File: src/rtl/core/mtaw_pkg.sv
// ----------------------------------------------------------------------------
// mtaw_pkg
// Shared constants and types for the adaptive multitaper weighting block.
// ----------------------------------------------------------------------------
package mtaw_pkg;
	localparam int NUM_BINS   = 64;
	localparam int MAX_TAPERS = 7;
	localparam int RUNS       = 3;
	localparam int BIN_W      = $clog2(NUM_BINS);
	localparam int TAP_W      = 3;
	localparam int RUN_W      = (RUNS > 1) ? $clog2(RUNS) : 1;
	localparam int SMP_DEPTH  = MAX_TAPERS * NUM_BINS;
	localparam int SMP_AW     = $clog2(SMP_DEPTH);
	localparam int CFG_IDX_W  = 3;
	localparam logic [CFG_IDX_W-1:0] REG_NUM_TAPERS = 3'd0;
	localparam logic [CFG_IDX_W-1:0] REG_LAMBDA0 = 3'd1;
	localparam logic [15:0] ONE_Q15 = 16'd32768;
	localparam logic [23:0] KMAX = 24'hFFFFFF;

	typedef struct packed {
		logic [TAP_W-1:0] taper;
		logic [BIN_W-1:0] bin;
		logic [31:0]      power;
		logic             set_done;
	} in_item_t;

	typedef struct packed {
		logic [BIN_W-1:0] out_bin;
		logic [31:0]      psd;
		logic             zero_div;
		logic             final_bin;
	} out_item_t;

	// queue entry between front and back: store write plus start flag
	typedef struct packed {
		logic              wr;
		logic [SMP_AW-1:0] addr;
		logic [31:0]       power;
		logic              start;
	} cmd_t;
endpackage

File: src/rtl/core/mtaw_queue.sv
// ----------------------------------------------------------------------------
// mtaw_queue
// Two-entry command queue between the front and back parts.
// ----------------------------------------------------------------------------
module mtaw_queue (
	input  logic           clk,
	input  logic           arst_n,
	input  logic           push,
	input  mtaw_pkg::cmd_t wdata,
	output logic           full,
	input  logic           pop,
	output logic           not_empty,
	output mtaw_pkg::cmd_t rdata
);
	import mtaw_pkg::*;

	cmd_t mem_q [2];
	logic wp_q, rp_q;
	logic [1:0] cnt_q;

	assign full = (cnt_q == 2'd2);
	assign not_empty = (cnt_q != 2'd0);
	assign rdata = mem_q[rp_q];

	always_ff @(posedge clk) begin
		if (push) begin
			mem_q[wp_q] <= wdata;
		end
	end

	always_ff @(posedge clk or negedge arst_n) begin
		if (!arst_n) begin
			wp_q <= 1'b0;
			rp_q <= 1'b0;
			cnt_q <= 2'd0;
		end else begin
			if (push) begin
				wp_q <= !wp_q;
			end
			if (pop) begin
				rp_q <= !rp_q;
			end
			cnt_q <= cnt_q + 2'(push) - 2'(pop);
		end
	end
endmodule

File: config.mk
export PLATFORM = sky130hd
export DESIGN_NAME = mtaw_queue
export DESIGN_NICKNAME = d
export VERILOG_FILES = /design/src/rtl/core/mtaw_pkg.sv /design/src/rtl/core/mtaw_queue.sv
export SDC_FILE = /design/constraint.sdc
export NUM_CORES = 1
export LEC_CHECK = 0
export ABC_AREA = 1
export BUFFER_PORTS_ARGS = -buffer_cell sky130_fd_sc_hd__clkbuf_2
export CORE_MARGIN = 2
export CORE_UTILIZATION = 54
export CTS_BUF_LIST = sky130_fd_sc_hd__clkbuf_4 sky130_fd_sc_hd__clkbuf_8
export DETAILED_ROUTE_END_ITERATION = 10
export PLACE_DENSITY = 0.87
export SYNTH_ARGS = -nofsm -noshare
export SYNTH_HDL_FRONTEND = slang
export SYNTH_SLANG_ARGS = --single-unit
File: constraint.sdc
create_clock -name clk -period 3.8 [get_ports clk]
set_clock_uncertainty 0.15 [all_clocks]
set_input_delay 0.76 -clock clk [delete_from_list [all_inputs] [get_ports clk]]
set_output_delay 0.76 -clock clk [all_outputs]
set_load 0.02 [all_outputs]
==> results.md <==
* Crit-path cells: buf_4, nand2_1, o21ai_0, clkbuf_2
* CTS Sinks at 90
* Status: finished clean
* Pre-Repair DR Iteration Count at 4
* Root buffer cell: clkbuf_8
* Area share of the largest cell type after synthesis at 76.2%
* Number of synthesized register bits at 90
* Cell accounting for the most synthesized area: edfxtp_1
* Gr usage total at 17.2%
* Routed Antenna Nets at 0
* Max incr delay on CP at 0.45 ns
* Commonest non-fill, non-tap cells in the layout: clkbuf_2 (91), edfxtp_1 (86), nand2_1 (50)
* CTS max path bufs at 2
* Post-Syn Area at 3390 µm²
* Slowest cell on the critical path: dfrtp_2
* Worst hold path type: in2async
* Share of cells above drive strength 1 at 32.1%
* Unrepaired setup endpoints after global routing: no
* Initial antenna violation count at 0
* Largest net degree at the start of global routing at 46
* Layout area overhead at 20.1%
* PnR Total Power at 0.00299 W
* Reg2reg end: mem_q[0][24]
* Ports at 92
* Fmax at 0.400 GHz
* Reg power frac at 46.5%
* Die extent in x at 83.2 µm
* Nets at 394
* Inserted Diodes at 0
* Clock group share of total power at 18.2%
* Worst Path Arrival at 1.59 ns
* H-tree depth at 3
* Area of the multi-input gates at 465 µm²
* Avg WL per Cell at 13.3 µm
* Row count at 28
* Sequential cell area at 2680 µm²
* Cts hold-fix bufs at 0
* Cell variety after synth at 14
* Synth Area per Inst at 13.6 µm²
* Hold Vio Cnt, Final at 0
* Leak at 1.80 nW
* Max_cap viols at 0
* Max-slew violations at 0
* Worst setup EP type: output port
* Cts bufs inserted at 9
* Drc violations at 0
* Initial core utilization at 56.6%
* Ys Warns at 0
* Worst slew pin tran at 0.913 ns
* Die span in y at 83.2 µm
* Worst endpoint required time at 2.89 ns
* Sequential-to-total area share from yosys stat at 79.1%
* Sum Neg Setup Slack at 0 ns
* Sw Ratio at 37.2%
* Placeable Area at 5990 µm²
* Via count at 2,001
* First-pass GRT wire length at 9250 µm
* Design Area, Final at 4070 µm²
* DP Wirelength at 3900 µm
* IO buf count at 91
* # fillers at 452
* R2R setup slack at 1.91 ns
* Crit-path leading delay family: buffers and inverters
* DRT Wirelength at 5630 µm
* Largest fanout on the critical path at 45
* Final Setup Violations at 0
* Peak supply drop at 0.000616 V
* Grt total ovfl at 0
* Reg2reg path depth at 2
* Iter 0 DRT Violations at 126
* Slew HR at 39.0%
* Worst-Skew Late Latency at 0.33 ns
* Routability Congestion at 0.720
* CTS tree: built
* PwrDens at 733 nW/µm²
* Syn_nets at 298
* Critical path startpoint category: flip-flop
* Top post-synthesis cells by area: edfxtp_1 (76%), o21ai_0 (5.6%), inv_1 (5.5%)
* Crit Path Class: reg2out
* Reg2reg start: wp_q
* Synth Instances at 249
* P_sw at 0.00111 W
* Final period utilization at 65.8%
* Placed inst area at 3910 µm²
* Clock transition at path regs at 0.08 ns
* Post-CTS Setup Inserts at 0
* Mean number of vias per cell at 4.72
* Finished Core Util at 68.0%
* Die area at 6930 µm²
* Vias in the first global route at 2,064
* Worst hold slack at 0.0709 ns
* Gate power share at 35.3%
* Resize count post-CTS at 0
* Int Pwr at 0.00188 W
* WP buf/inv at 2
* Final Critical Period at 2.50 ns
* Most common cell after layout, fill and taps aside: clkbuf_2
## power by group through the flow
| stage | registers [W] | clock network, W | logic [W] |
|---|---|---|---|
| floorplan | 0.00139 | 0 | 0.000744 |
| global placement | 0.00140 | 0 | 0.00104 |
| detailed placement | 0.00141 | 0 | 0.00107 |
| CTS | 0.00139 | 0.000557 | 0.00107 |
| global route | 0.00141 | 0.000607 | 0.00117 |
| finish | 0.00139 | 0.000544 | 0.00105 |
## flip-flops by register name, indices dropped and copies added (netlist names)
register and flops:
wp_q 1, rp_q 1, mem_q 86, cnt_q 2
## stage by stage
stage,std cells,setup slack [ns]
after floorplan,249,0.598
after global placement,409,1.45
after global routing,424,1.14
final,424,1.30
after CTS,424,1.26
after detailed placement,409,1.41
## cell type report
class | instances | share of cell area, %
Sequential cell | 90 | 65.9
Inverter | 50 | 4.61
Timing Repair Buffer | 94 | 11.7
Clock buffer | 12 | 3.59
Clock inverter | 3 | 0.430
Tap cell | 75 | 2.30
Multi-Input combinational cell | 100 | 11.4
## layer usage
layer	up-vias	GRT usage (%)	part of all wire (%)
li1	1020	-	-
met1	916	20.5	42
met2	59	30.6	52
met3	6	3.98	4.6
met4	0	5.96	0.82
met5	-	0	0
## worst register-to-register path, delay by kind of cell, from the launching register on
family / cells / cell delay (ns)
and+or+nand+nor: 1 / 0.53
DFF: 1 / 0.43
buffers and inverters: 1 / 0.43
## Yosys cell counts, drive strengths merged
master   n
buf      6
clkbuf   3
dfrtp    4
edfxtp  86
ha       2
inv     50
nand2   50
nand3    1
nor2     2
o21ai   43
xor2     2
## how the worst max path moves through the flow
| stage | from | to | cells after the start |
|---|---|---|---|
| after floorplan | push | mem_q[0][0] | 2 |
| after global placement | push | mem_q[0][23] | 4 |
| after detailed placement | push | mem_q[0][17] | 4 |
| after CTS | rp_q | rdata[1] | 4 |
| after global routing | rp_q | rdata[16] | 4 |
| final | rp_q | rdata[1] | 4 |
## cell families (layout without fill, tap and decap cells)
| kind of cell | count (synthesis) | after routing | synth area share [%] |
|---|---|---|---|
| AND/OR/NAND/NOR | 53 | 53 | 5.90 |
| XOR/XNOR | 2 | 2 | 0.517 |
| buffers and inverters | 59 | 159 | 7.38 |
| AO/OA/AOI/OAI | 43 | 43 | 6.35 |
| flip-flops | 90 | 90 | 79.1 |
| adder cells (fa/ha/maj) | 2 | 2 | 0.738 |
(Power assumes the default switching activity.)
